===== src/sv/dms_pkg.sv =====
`timescale 1ns / 1ps
// Shared types and microcode table of the decimal magnitude subtractor.
// No dependencies; used by dms_seq and decimal_magnitude_subtractor.
package dms_pkg;

    // Datapath operation selected by the current control word
    typedef enum logic [4:0] {
        OP_IDLE = 5'b00001,
        OP_CMP  = 5'b00010,
        OP_SUB  = 5'b00100,
        OP_EMIT = 5'b01000,
        OP_DONE = 5'b10000
    } t_op;

    localparam int STEP_W = 3;
    typedef logic [STEP_W-1:0] t_step;

    localparam t_step ST_IDLE = 3'd0;
    localparam t_step ST_CMP  = 3'd1;
    localparam t_step ST_SUB  = 3'd2;
    localparam t_step ST_EMIT = 3'd3;
    localparam t_step ST_DONE = 3'd4;

    // One control word of the program
    typedef struct packed {
        t_op   op;
        logic  wait_start;  // hold until a start request
        logic  stallable;   // hold while the output slot is full
        logic  loop;        // repeat until the digit counter wraps
        t_step next;
    } t_uword;

    // Control handed from the sequencer to the datapath
    typedef struct packed {
        t_op  op;
        logic final_iter;
        logic advance;
    } t_ctrl;

    localparam logic [3:0] DIGIT_MAX = 4'd9;
    localparam logic [4:0] RADIX     = 5'd10;

    function automatic t_uword uword(input t_step pc);
        t_uword w;
        case (pc)
            ST_IDLE: w = '{op: OP_IDLE, wait_start: 1'b1, stallable: 1'b0, loop: 1'b0,
                           next: ST_CMP};
            ST_CMP:  w = '{op: OP_CMP,  wait_start: 1'b0, stallable: 1'b0, loop: 1'b1,
                           next: ST_SUB};
            ST_SUB:  w = '{op: OP_SUB,  wait_start: 1'b0, stallable: 1'b0, loop: 1'b1,
                           next: ST_EMIT};
            ST_EMIT: w = '{op: OP_EMIT, wait_start: 1'b0, stallable: 1'b1, loop: 1'b1,
                           next: ST_DONE};
            ST_DONE: w = '{op: OP_DONE, wait_start: 1'b0, stallable: 1'b0, loop: 1'b0,
                           next: ST_IDLE};
            default: w = '{op: OP_DONE, wait_start: 1'b0, stallable: 1'b0, loop: 1'b0,
                           next: ST_IDLE};
        endcase
        return w;
    endfunction

endpackage


===== src/sv/dms_seq.sv =====
`timescale 1ns / 1ps
// Microcode sequencer: step counter, digit loop counter and control table.
// Depends on dms_pkg.
module dms_seq
    import dms_pkg::*;
#(
    parameter int DIGITS = 32
) (
    input  logic  i_clk,
    input  logic  i_rst_n,
    input  logic  i_start,
    input  logic  i_stall,
    output t_ctrl o_ctrl
);

    localparam int CW = (DIGITS > 1) ? $clog2(DIGITS) : 1;

    t_step   r_pc, n_pc;
    logic [CW-1:0] r_cnt, n_cnt;
    t_uword  w_uw;
    logic    w_done;
    logic    w_adv;

    assign w_uw   = uword(r_pc);
    assign w_done = (r_cnt == CW'(DIGITS - 1));

    always_comb begin
        n_pc  = r_pc;
        n_cnt = r_cnt;
        w_adv = 1'b1;
        if (w_uw.wait_start && !i_start) begin
            w_adv = 1'b0;
        end else if (w_uw.stallable && i_stall) begin
            w_adv = 1'b0;
        end else if (w_uw.loop && !w_done) begin
            n_cnt = r_cnt + 1'b1;
        end else begin
            n_pc  = w_uw.next;
            n_cnt = '0;
        end
    end

    always_ff @(posedge i_clk) begin
        if (!i_rst_n) begin
            r_pc  <= ST_IDLE;
            r_cnt <= '0;
        end else begin
            r_pc  <= n_pc;
            r_cnt <= n_cnt;
        end
    end

    assign o_ctrl = '{op: w_uw.op, final_iter: w_done, advance: w_adv};

endmodule


===== src/sv/decimal_magnitude_subtractor.sv =====
`timescale 1ns / 1ps
// Decimal magnitude subtractor: digits load at one per cycle while idle.
// After the final digit of the second number: compare, subtract, emit (held
// while the output stalls), then clear; the next pair loads after that. The
// digit shift lines and the microcode step counter sequence these steps.
// Reset (i_rst_n low, synchronous) clears both stores, counts and flags.
module decimal_magnitude_subtractor
    import dms_pkg::*;
#(
    parameter int DIGITS = 32
) (
    input  logic       i_clk,
    input  logic       i_rst_n,
    // input stream
    input  logic       i_s_tvalid,
    output logic       o_s_tready,
    input  logic [7:0] i_s_tdata,   // [3:0] digit, [7:4] zero
    input  logic       i_s_tlast,   // last_digit
    input  logic       i_s_tuser,   // [0] action
    // result stream
    output logic       o_m_tvalid,
    input  logic       i_m_tready,
    output logic [7:0] o_m_tdata,   // [3:0] digit_res, [7:4] zero
    output logic       o_m_tlast,   // last
    output logic [1:0] o_m_tuser    // [0] negative, [1] too_long
);

    localparam int CNT_W = $clog2(DIGITS + 1);

    t_ctrl w_ctrl;

    // Digit stores, index 0 is the least significant digit
    logic [DIGITS-1:0][3:0] r_a, n_a;
    logic [DIGITS-1:0][3:0] r_b, n_b;
    logic [CNT_W-1:0] r_a_cnt, n_a_cnt;
    logic [CNT_W-1:0] r_b_cnt, n_b_cnt;
    logic r_ovf, n_ovf;
    logic r_decided, n_decided;
    logic r_neg, n_neg;
    logic r_borrow, n_borrow;
    logic r_started, n_started;

    logic r_out_valid, n_out_valid;
    logic [3:0] r_out_digit, n_out_digit;
    logic r_out_last, n_out_last;
    logic r_out_neg, n_out_neg;
    logic r_out_ovf, n_out_ovf;

    logic w_in_acc;
    logic w_start;
    logic w_stall;
    logic [3:0] w_din;
    logic [3:0] w_big, w_small;
    logic [4:0] w_sub, w_sum;
    logic w_ge;
    logic w_emit;

    assign o_s_tready = (w_ctrl.op == OP_IDLE);
    assign w_in_acc   = i_s_tvalid && o_s_tready;
    assign w_start    = w_in_acc && i_s_tuser && i_s_tlast;
    // output slot still occupied by an untaken transaction
    assign w_stall    = r_out_valid && !i_m_tready;

    // clamp codes above nine
    assign w_din = (i_s_tdata[3:0] > DIGIT_MAX) ? DIGIT_MAX : i_s_tdata[3:0];

    // one decimal subtract digit, least significant first
    assign w_big   = r_neg ? r_b[0] : r_a[0];
    assign w_small = r_neg ? r_a[0] : r_b[0];
    assign w_sub   = {1'b0, w_small} + {4'd0, r_borrow};
    assign w_ge    = ({1'b0, w_big} >= w_sub);
    assign w_sum   = {1'b0, w_big} + (w_ge ? 5'd0 : RADIX) - w_sub;

    // suppress leading zeros but always give the units digit
    assign w_emit = (w_ctrl.op == OP_EMIT) && w_ctrl.advance &&
                    ((r_a[DIGITS-1] != 4'd0) || r_started || w_ctrl.final_iter);

    dms_seq #(
        .DIGITS (DIGITS)
    ) u_seq (
        .i_clk   (i_clk),
        .i_rst_n (i_rst_n),
        .i_start (w_start),
        .i_stall (w_stall),
        .o_ctrl  (w_ctrl)
    );

    always_comb begin
        n_a       = r_a;
        n_b       = r_b;
        n_a_cnt   = r_a_cnt;
        n_b_cnt   = r_b_cnt;
        n_ovf     = r_ovf;
        n_decided = r_decided;
        n_neg     = r_neg;
        n_borrow  = r_borrow;
        n_started = r_started;

        case (w_ctrl.op)
            OP_IDLE: begin
                // shift a digit into the addressed store
                if (w_in_acc) begin
                    if (!i_s_tuser) begin
                        for (int i = 1; i < DIGITS; i++) n_a[i] = r_a[i-1];
                        n_a[0] = w_din;
                        if (r_a_cnt == CNT_W'(DIGITS)) n_ovf = 1'b1;
                        else n_a_cnt = r_a_cnt + 1'b1;
                    end else begin
                        for (int i = 1; i < DIGITS; i++) n_b[i] = r_b[i-1];
                        n_b[0] = w_din;
                        if (r_b_cnt == CNT_W'(DIGITS)) n_ovf = 1'b1;
                        else n_b_cnt = r_b_cnt + 1'b1;
                    end
                end
            end
            OP_CMP: begin
                // rotate both stores upward, first differing digit decides
                for (int i = 1; i < DIGITS; i++) begin
                    n_a[i] = r_a[i-1];
                    n_b[i] = r_b[i-1];
                end
                n_a[0] = r_a[DIGITS-1];
                n_b[0] = r_b[DIGITS-1];
                if (!r_decided && (r_a[DIGITS-1] != r_b[DIGITS-1])) begin
                    n_decided = 1'b1;
                    n_neg     = (r_b[DIGITS-1] > r_a[DIGITS-1]);
                end
            end
            OP_SUB: begin
                // rotate downward; difference replaces the first store
                for (int i = 0; i < DIGITS - 1; i++) begin
                    n_a[i] = r_a[i+1];
                    n_b[i] = r_b[i+1];
                end
                n_a[DIGITS-1] = w_sum[3:0];
                n_b[DIGITS-1] = 4'd0;
                n_borrow      = !w_ge;
            end
            OP_EMIT: begin
                // read the top digit, clear behind it
                if (w_ctrl.advance) begin
                    for (int i = 1; i < DIGITS; i++) n_a[i] = r_a[i-1];
                    n_a[0] = 4'd0;
                    if (w_emit) n_started = 1'b1;
                end
            end
            OP_DONE: begin
                n_a_cnt   = '0;
                n_b_cnt   = '0;
                n_ovf     = 1'b0;
                n_decided = 1'b0;
                n_neg     = 1'b0;
                n_borrow  = 1'b0;
                n_started = 1'b0;
            end
            default: begin
                n_a = r_a;
            end
        endcase
    end

    // output register: load on emit, drop when taken
    always_comb begin
        n_out_valid = r_out_valid && !i_m_tready;
        n_out_digit = r_out_digit;
        n_out_last  = r_out_last;
        n_out_neg   = r_out_neg;
        n_out_ovf   = r_out_ovf;
        if (w_emit) begin
            n_out_valid = 1'b1;
            n_out_digit = r_a[DIGITS-1];
            n_out_last  = w_ctrl.final_iter;
            n_out_neg   = r_neg;
            n_out_ovf   = r_ovf;
        end
    end

    always_ff @(posedge i_clk) begin
        if (!i_rst_n) begin
            r_a         <= '0;
            r_b         <= '0;
            r_a_cnt     <= '0;
            r_b_cnt     <= '0;
            r_ovf       <= 1'b0;
            r_decided   <= 1'b0;
            r_neg       <= 1'b0;
            r_borrow    <= 1'b0;
            r_started   <= 1'b0;
            r_out_valid <= 1'b0;
        end else begin
            r_a         <= n_a;
            r_b         <= n_b;
            r_a_cnt     <= n_a_cnt;
            r_b_cnt     <= n_b_cnt;
            r_ovf       <= n_ovf;
            r_decided   <= n_decided;
            r_neg       <= n_neg;
            r_borrow    <= n_borrow;
            r_started   <= n_started;
            r_out_valid <= n_out_valid;
        end
    end

    // payload needs no reset
    always_ff @(posedge i_clk) begin
        r_out_digit <= n_out_digit;
        r_out_last  <= n_out_last;
        r_out_neg   <= n_out_neg;
        r_out_ovf   <= n_out_ovf;
    end

    assign o_m_tvalid = r_out_valid;
    assign o_m_tdata  = {4'd0, r_out_digit};
    assign o_m_tlast  = r_out_last;
    assign o_m_tuser  = {r_out_ovf, r_out_neg};

    // a result transaction only appears out of the emit step
    a_emit_only: assert property (@(posedge i_clk) disable iff (!i_rst_n)
        $rose(o_m_tvalid) |-> $past(w_ctrl.op == OP_EMIT))
        else $error("result appeared outside the emit step");

    // larger minus smaller never leaves a borrow past the top digit
    a_no_borrow: assert property (@(posedge i_clk) disable iff (!i_rst_n)
        (w_ctrl.op == OP_EMIT) |-> !r_borrow)
        else $error("borrow left after subtraction");

    // both stores are empty by the time the pair is retired
    a_stores_clear: assert property (@(posedge i_clk) disable iff (!i_rst_n)
        (w_ctrl.op == OP_DONE) |-> (r_a == '0 && r_b == '0))
        else $error("digit store not cleared at end of answer");

endmodule

===== config.mk =====
export PLATFORM = sky130hd
export DESIGN_NAME = decimal_magnitude_subtractor
export DESIGN_NICKNAME = d
export VERILOG_FILES = /design/src/sv/dms_pkg.sv /design/src/sv/dms_seq.sv /design/src/sv/decimal_magnitude_subtractor.sv
export SDC_FILE = /design/constraint.sdc
export NUM_CORES = 1
export LEC_CHECK = 0
export ABC_AREA = 1
export BUFFER_PORTS_ARGS = -buffer_cell sky130_fd_sc_hd__buf_4
export CORE_MARGIN = 3
export CORE_UTILIZATION = 50
export CTS_CLUSTER_DIAMETER = 60
export CTS_CLUSTER_SIZE = 24
export DETAILED_ROUTE_END_ITERATION = 7
export GPL_ROUTABILITY_DRIVEN = 0
export MAX_ROUTING_LAYER = met4
export PLACE_DENSITY = 0.76
export SYNTH_ARGS = -nofsm -noshare
export SYNTH_HDL_FRONTEND = slang
export SYNTH_SLANG_ARGS = --single-unit

===== constraint.sdc =====
create_clock -name i_clk -period 5.1 [get_ports i_clk]
set_input_delay 0.765 -clock i_clk [delete_from_list [all_inputs] [get_ports i_clk]]
set_output_delay 0.765 -clock i_clk [all_outputs]
set_load 0.05 [all_outputs]

# Word level (Yosys, flattened, before mapping)

Index checks and enable logic that the tools add are counted.

Output and inout bits: 13
Latch bits: 0
Bits in writable memories: 0
Logic and storage cells: 183
Input bits: 14
Bits in read-only memories: 0
Register bits: 289
Memories kept: 0

Magnitude comparators: 3
Eq/ne operators: 22
Mux-type cells: 37
$mul: 0
Reductions and logical operators: 34
$add $sub $neg: 6
Div/mod/pow operators: 0
Bitwise operators: 3
Shift operators: 0

Operators by type and width:

| operator                                               | number |
|---|---|
| 2-to-1 mux 128 bit                                     | 5 |
| case mux 128 bit (4 select lines)                      | 1 |
| case mux 128 bit (3 select lines)                      | 1 |
| case mux 11 bit (4 select lines)                       | 1 |
| 2-to-1 mux 6 bit                                       | 6 |
| case mux 6 bit (2 select lines)                        | 2 |
| 2-to-1 mux 4 bit                                       | 4 |
| AND reduction 4 bit                                    | 4 |
| adder 6 x 1 -> 6 bit (second input constant)           | 2 |
| equality test 6 bit (second input constant)            | 2 |
| 2-to-1 mux 1 bit                                       | 11 |
| equality test 5 bit (second input constant)            | 2 |
| logical AND 1 bit                                      | 10 |
| inequality test 2 bit (second input constant)          | 5 |
| case mux 1 bit (2 select lines)                        | 5 |
| AND reduction 3 bit                                    | 3 |
| nonzero test 2 bit                                     | 4 |
| nonzero test 4 bit                                     | 2 |
| equality test 3 x 2 -> 1 bit (second input constant)   | 2 |
| inequality test 2 x 1 -> 1 bit (second input constant) | 3 |
| adder 4 x 1 -> 5 bit                                   | 1 |
| adder 5 x 1 -> 5 bit (second input constant)           | 1 |
| equality test 5 x 1 -> 1 bit (second input constant)   | 1 |
| equality test 5 x 2 -> 1 bit (second input constant)   | 1 |
| other kinds (18)                                       | 26 |

# Longest topological paths before layout

Depth after elaboration: 14
Depth in mapped cells: 24

# Cells and area by module

A second synthesis with hierarchy kept.

Cells, all modules: 1996
Area, all modules: 13912.1 um^2

By module, submodules not included:

| module                       | area each (um^2) | instances | cells each |
|---|---|---|---|
| decimal_magnitude_subtractor | 13345.3          | 1         | 1915 |
| dms_seq                      | 566.8            | 1         | 81 |

# Least setup slack after synthesis

Ideal clock, no wire load.

Path type: register -> register
Start: reg r_neg
End: reg r_a[127] (netlist name)
Arrival time: 3.546 ns
Path slack: 1.485 ns
Required time: 5.030 ns
Period minus slack after synthesis: 3.615 ns
Cell stages (with the launch flop): 24
Path through: dfxtp_1 > clkbuf_1 > clkbuf_1 > o21ai_0 > ha_1 > ha_1 > inv_1 > ha_1 > nand2_1 > nand2_1 > nand2_1 > nand2_1 > nand2_1 > nand2_1 > nand2_1 > fa_1 > ha_1 > inv_1 > fa_1 > xnor2_1 > inv_1 > nand3_1 > nand3_1 > a21oi_1

Cells in the longest elaborated chain, start to end: 7

Ends and longest elaborated chain:

| what                                | line                                | source |
|---|---|---|
| start: declaration                  | decimal_magnitude_subtractor.sv:39  | `logic r_neg, n_neg;` |
| start signal: assignment            | decimal_magnitude_subtractor.sv:197 | `r_neg <= n_neg;` |
| 2-to-1 mux 4 bit                    | decimal_magnitude_subtractor.sv:69  | `assign w_small = r_neg ? r_a[0] : r_b[0];` |
| adder 4 x 1 -> 5 bit                | decimal_magnitude_subtractor.sv:70  | `assign w_sub = {1'b0, w_small} + {4'd0, r_borrow};` |
| >= comparator 4 x 5 -> 1 bit        | decimal_magnitude_subtractor.sv:71  | `assign w_ge = ({1'b0, w_big} >= w_sub);` |
| 2-to-1 mux 4 bit                    | decimal_magnitude_subtractor.sv:72  | `assign w_sum = {1'b0, w_big} + (w_ge ? 5'd0 : RADIX) - w_sub;` |
| adder 4 bit                         | decimal_magnitude_subtractor.sv:72  |  |
| subtractor 4 bit *                  | decimal_magnitude_subtractor.sv:72  |  |
| case mux 128 bit (4 select lines) * | decimal_magnitude_subtractor.sv:99  | `case (w_ctrl.op)` |
| end signal: assignment              | decimal_magnitude_subtractor.sv:191 | `r_a <= n_a;` |
| end: declaration                    | decimal_magnitude_subtractor.sv:33  | `logic [DIGITS-1:0][3:0] r_a, n_a;` |

Mark *: on every way between the ends. The rest lies on a longest branch, timed or not.
A chain may end at the register's enable or synchronous reset.

# Worst setup path in the final report

Same ends and word-level chain as after synthesis.

==> results.sh <==
export IMPL_yosysWarnings=0
export IMPL_fin_crit_sh_pct=74.8
export IMPL_critPathRequiredTime_ns=5.56
export IMPL_leakage_nw=5.03
export IMPL_hp_class="reg2reg"
export IMPL_fill_cells=2394
export IMPL_cpPeakStageDelay_ns=0.65
export IMPL_tritoncts="yes"
export IMPL_hold_violations=0
export IMPL_coreArea_mm2=0.0256
export IMPL_rows=58
export IMPL_grt_remaining_overflow=0
export IMPL_worstPathArrival_ns=4.27
export IMPL_cp_top_family="adder cells"
export IMPL_via_count=11318
export IMPL_ctsResizeCount=0
export IMPL_async_flop_share_pct=0
export IMPL_setup_viol=0
export IMPL_clock_path_buffers=3
export IMPL_portBuffers=18
export IMPL_peakVddDrop_v=0.000511
export IMPL_register_area_mm2=0.00586
export IMPL_syn_avg_cell_area_um2=7.29
export IMPL_endpoint_kind="flip-flop"
export IMPL_cpMostUsedCell="nand2_1"
export IMPL_grt_max_degree=321
export IMPL_worstSetupStartpointType="flip-flop"
export IMPL_initial_core_util_pct=51.7
export IMPL_route_detailed_drc=0
export IMPL_tightestPinTransition_ns=1.14
export IMPL_fmax_mhz=262
export IMPL_power_total_mw=9.05
export IMPL_path_buf_inv=3
export IMPL_synth_top_area_share_pct=42.7
export IMPL_drt_wl_total_um=25500
export IMPL_cts_hold_buf=0
export IMPL_die_area_mm2=0.0285
export IMPL_slew_headroom_pct=24.3
export IMPL_synth_ff_type="dfxtp_1"
export IMPL_ys_ff_latch=289
export IMPL_synthDistinctLibCells=39
export IMPL_area_delta_synth_final_pct=5.09
export IMPL_power_density_mw_per_mm2=651
export IMPL_syn_inst=1816
export IMPL_worstPathCellList="o21ai_0 -> ha_1 -> ha_1 -> inv_1 -> ha_1 -> nand2_1 -> nand2_1 -> nand2_1 -> nand2_1 -> nand2_1 -> nand2_1 -> nand2_1 -> fa_1 -> ha_1 -> inv_1 -> fa_1 -> xnor2_1 -> inv_1 -> nand3_1 -> nand3_1 -> a21oi_1"
export IMPL_wl_per_cell_um=12.3
export IMPL_die_w_um=169
export IMPL_critPathMaxFanout=18
export IMPL_finClkSkew_ns=0.0178
export IMPL_nNetsFinal=1757
export IMPL_clk_pin_slew_ns=0.08
export IMPL_grt_pass1_wl_um=44300
export IMPL_synth_area_leaders="dfxtp_1, nand2_1, o21ai_0"
export IMPL_htree_levels=1
export IMPL_max_cap_viol_count=0
export IMPL_cp_slowest_cell="dfxtp_1"
export IMPL_die_height_um=169
export IMPL_grt_pass1_vias=9988
export IMPL_cts_num_sinks=289
export IMPL_cts_buffers=22
export IMPL_syn_area_mm2=0.0132
export IMPL_grt_usage_pct=17.9
export IMPL_post_cts_setup_buffer_count=0
export IMPL_yosysSeqAreaShare_pct=44.2
export IMPL_vias_per_cell=5.47
export IMPL_diodes=0
export IMPL_dp_hpwl_um=14500
export IMPL_first_pass_iters=7
export IMPL_clk_latency_ns=0.53
export IMPL_crit_type="reg2reg"
export IMPL_min_period_ns=3.81
export IMPL_fin_tns_setup_ns=0
export IMPL_synth_enable_flop_cells=7
export IMPL_rsz0062_at_grt="false"
export IMPL_clockRootBuffer="clkbuf_16"
export IMPL_drive_gt1_share_pct=4.83
export IMPL_outcome="finished, final reports clean"
export IMPL_io_pin_count=27
export IMPL_antenna_found_initial=0
export IMPL_drtIter0Drc=1030
export IMPL_yosysTopAreaCell="dfxtp_1"
export IMPL_multi_input_area_mm2=0.00597
export IMPL_slew_viol_final=0
export IMPL_route_antenna_remaining_nets=0
logic make-up (layout without fill, tap and decap cells):
family	after synthesis	count (layout)	share of synthesized area, %
AO/OA/AOI/OAI	678	678	27.2
buffers and inverters	322	241	11.0
other	1	4	0.0283
AND/OR/NAND/NOR	495	495	14.8
XOR/XNOR	11	11	0.728
adder cells (fa/ha/maj)	20	20	2.00
flip-flops	289	289	44.2
stage by stage:
stage,instances,cell area (um2),hold slack (ns),setup WS (ns),util [%]
floorplan,1819,13200,0.406,1.48,-
global placement,2029,13100,0.421,1.41,51.2
detailed placement,2029,13100,0.419,1.30,51.2
CTS,2068,13900,0.440,1.28,54.3
global route,2068,13900,0.455,0.871,54.3
finish,2068,13900,0.444,1.29,54.3
final timing paths:
kind / from / endpoint / slack, ns / depth (start not counted)
setup / recovery: r_neg / r_a[127] / 1.29 / 21
hold / removal: r_ovf / r_out_ovf / 0.44 / 0
setup reg to reg: r_neg / r_a[127] / 1.29 / 21
hold reg to reg: r_ovf / r_out_ovf / 0.44 / 0
cell usage in the layout (no fill, tap or decap), types with 2 or more instances in the layout:
cell type	count
nor3_1	4
nor2_4	2
a211oi_1	7
o31ai_1	2
nand2_1	422
clkbuf_16	23
xor2_1	5
o21ai_0	310
clkinv_8	5
dfxtp_1	282
nand3_1	18
fa_1	2
o21ai_1	74
a31oi_1	126
nand2_8	2
inv_6	3
conb_1	4
inv_12	2
nand3_2	2
edfxtp_1	7
nor2_1	34
xnor2_1	6
ha_1	18
inv_2	5
o211ai_1	3
buf_4	24
a21oi_1	149
inv_1	168
nand4_1	5
a22oi_1	3
nand2_2	2
cells in the mapped netlist (2+ instances only):
cell type / number
o21ai_1: 74
clkbuf_1: 65
dfxtp_1: 282
a211oi_1: 7
nand4_1: 5
o211ai_1: 3
ha_1: 18
a21oi_1: 149
nor2_1: 34
buf_6: 20
nand3_2: 2
o21ai_0: 310
xnor2_1: 6
nor2_4: 2
a22oi_1: 3
inv_1: 168
buf_4: 9
a31oi_1: 126
fa_1: 2
xor2_1: 5
nand2_1: 422
o31ai_1: 2
nand2_2: 4
nand3_1: 19
edfxtp_1: 7
nor3_1: 4
buf_2: 51
inv_2: 6
layer usage:
metal,vias up,GRT usage (%),part of all wire [%]
met1,5207,22.8,49
met4,0,4.48,2.3
met3,39,2.50,3.5
met5,-,-,0
met2,175,30.2,46
li1,5897,-,-
flip-flops by register name, indices dropped and copies added (netlist names), 3 cells and up:
signal / count
r_a: 128
r_a_cnt: 6
r_b: 128
r_b_cnt: 6
r_out_digit: 4
u_seq.r_cnt: 5
u_seq.r_pc: 3
worst reg2reg max path, stage by stage (launching register included):
cell and delay [ns]:
dfxtp_1 0.65, o21ai_0 0.18, ha_1 0.22, ha_1 0.28, inv_1 0.06, ha_1 0.27, nand2_1 0.05, nand2_1 0.05
nand2_1 0.05, nand2_1 0.05, nand2_1 0.05, nand2_1 0.07, nand2_1 0.09, fa_1 0.50, ha_1 0.14, inv_1 0.05
fa_1 0.38, xnor2_1 0.23, inv_1 0.06, nand3_1 0.08, nand3_1 0.09, a21oi_1 0.16
power breakdown:
part	switching, mW	leakage [nW]	internal [mW]
clock	0.914	0.379	0.945
combinational	2.22	2.26	1.17
sequential	0.614	2.39	3.19
total	3.75	5.03	5.30
layout make-up:
cell class,instances,share of cell area [%]
clock inverters,14,1.42
inverters,176,4.78
multi-input cells,1208,42.9
well taps,330,2.97
clock buffers,25,4.26
repair buffers,26,1.52
flip-flops and latches,289,42.1
Note: power is estimated with default switching activity, not from simulation.
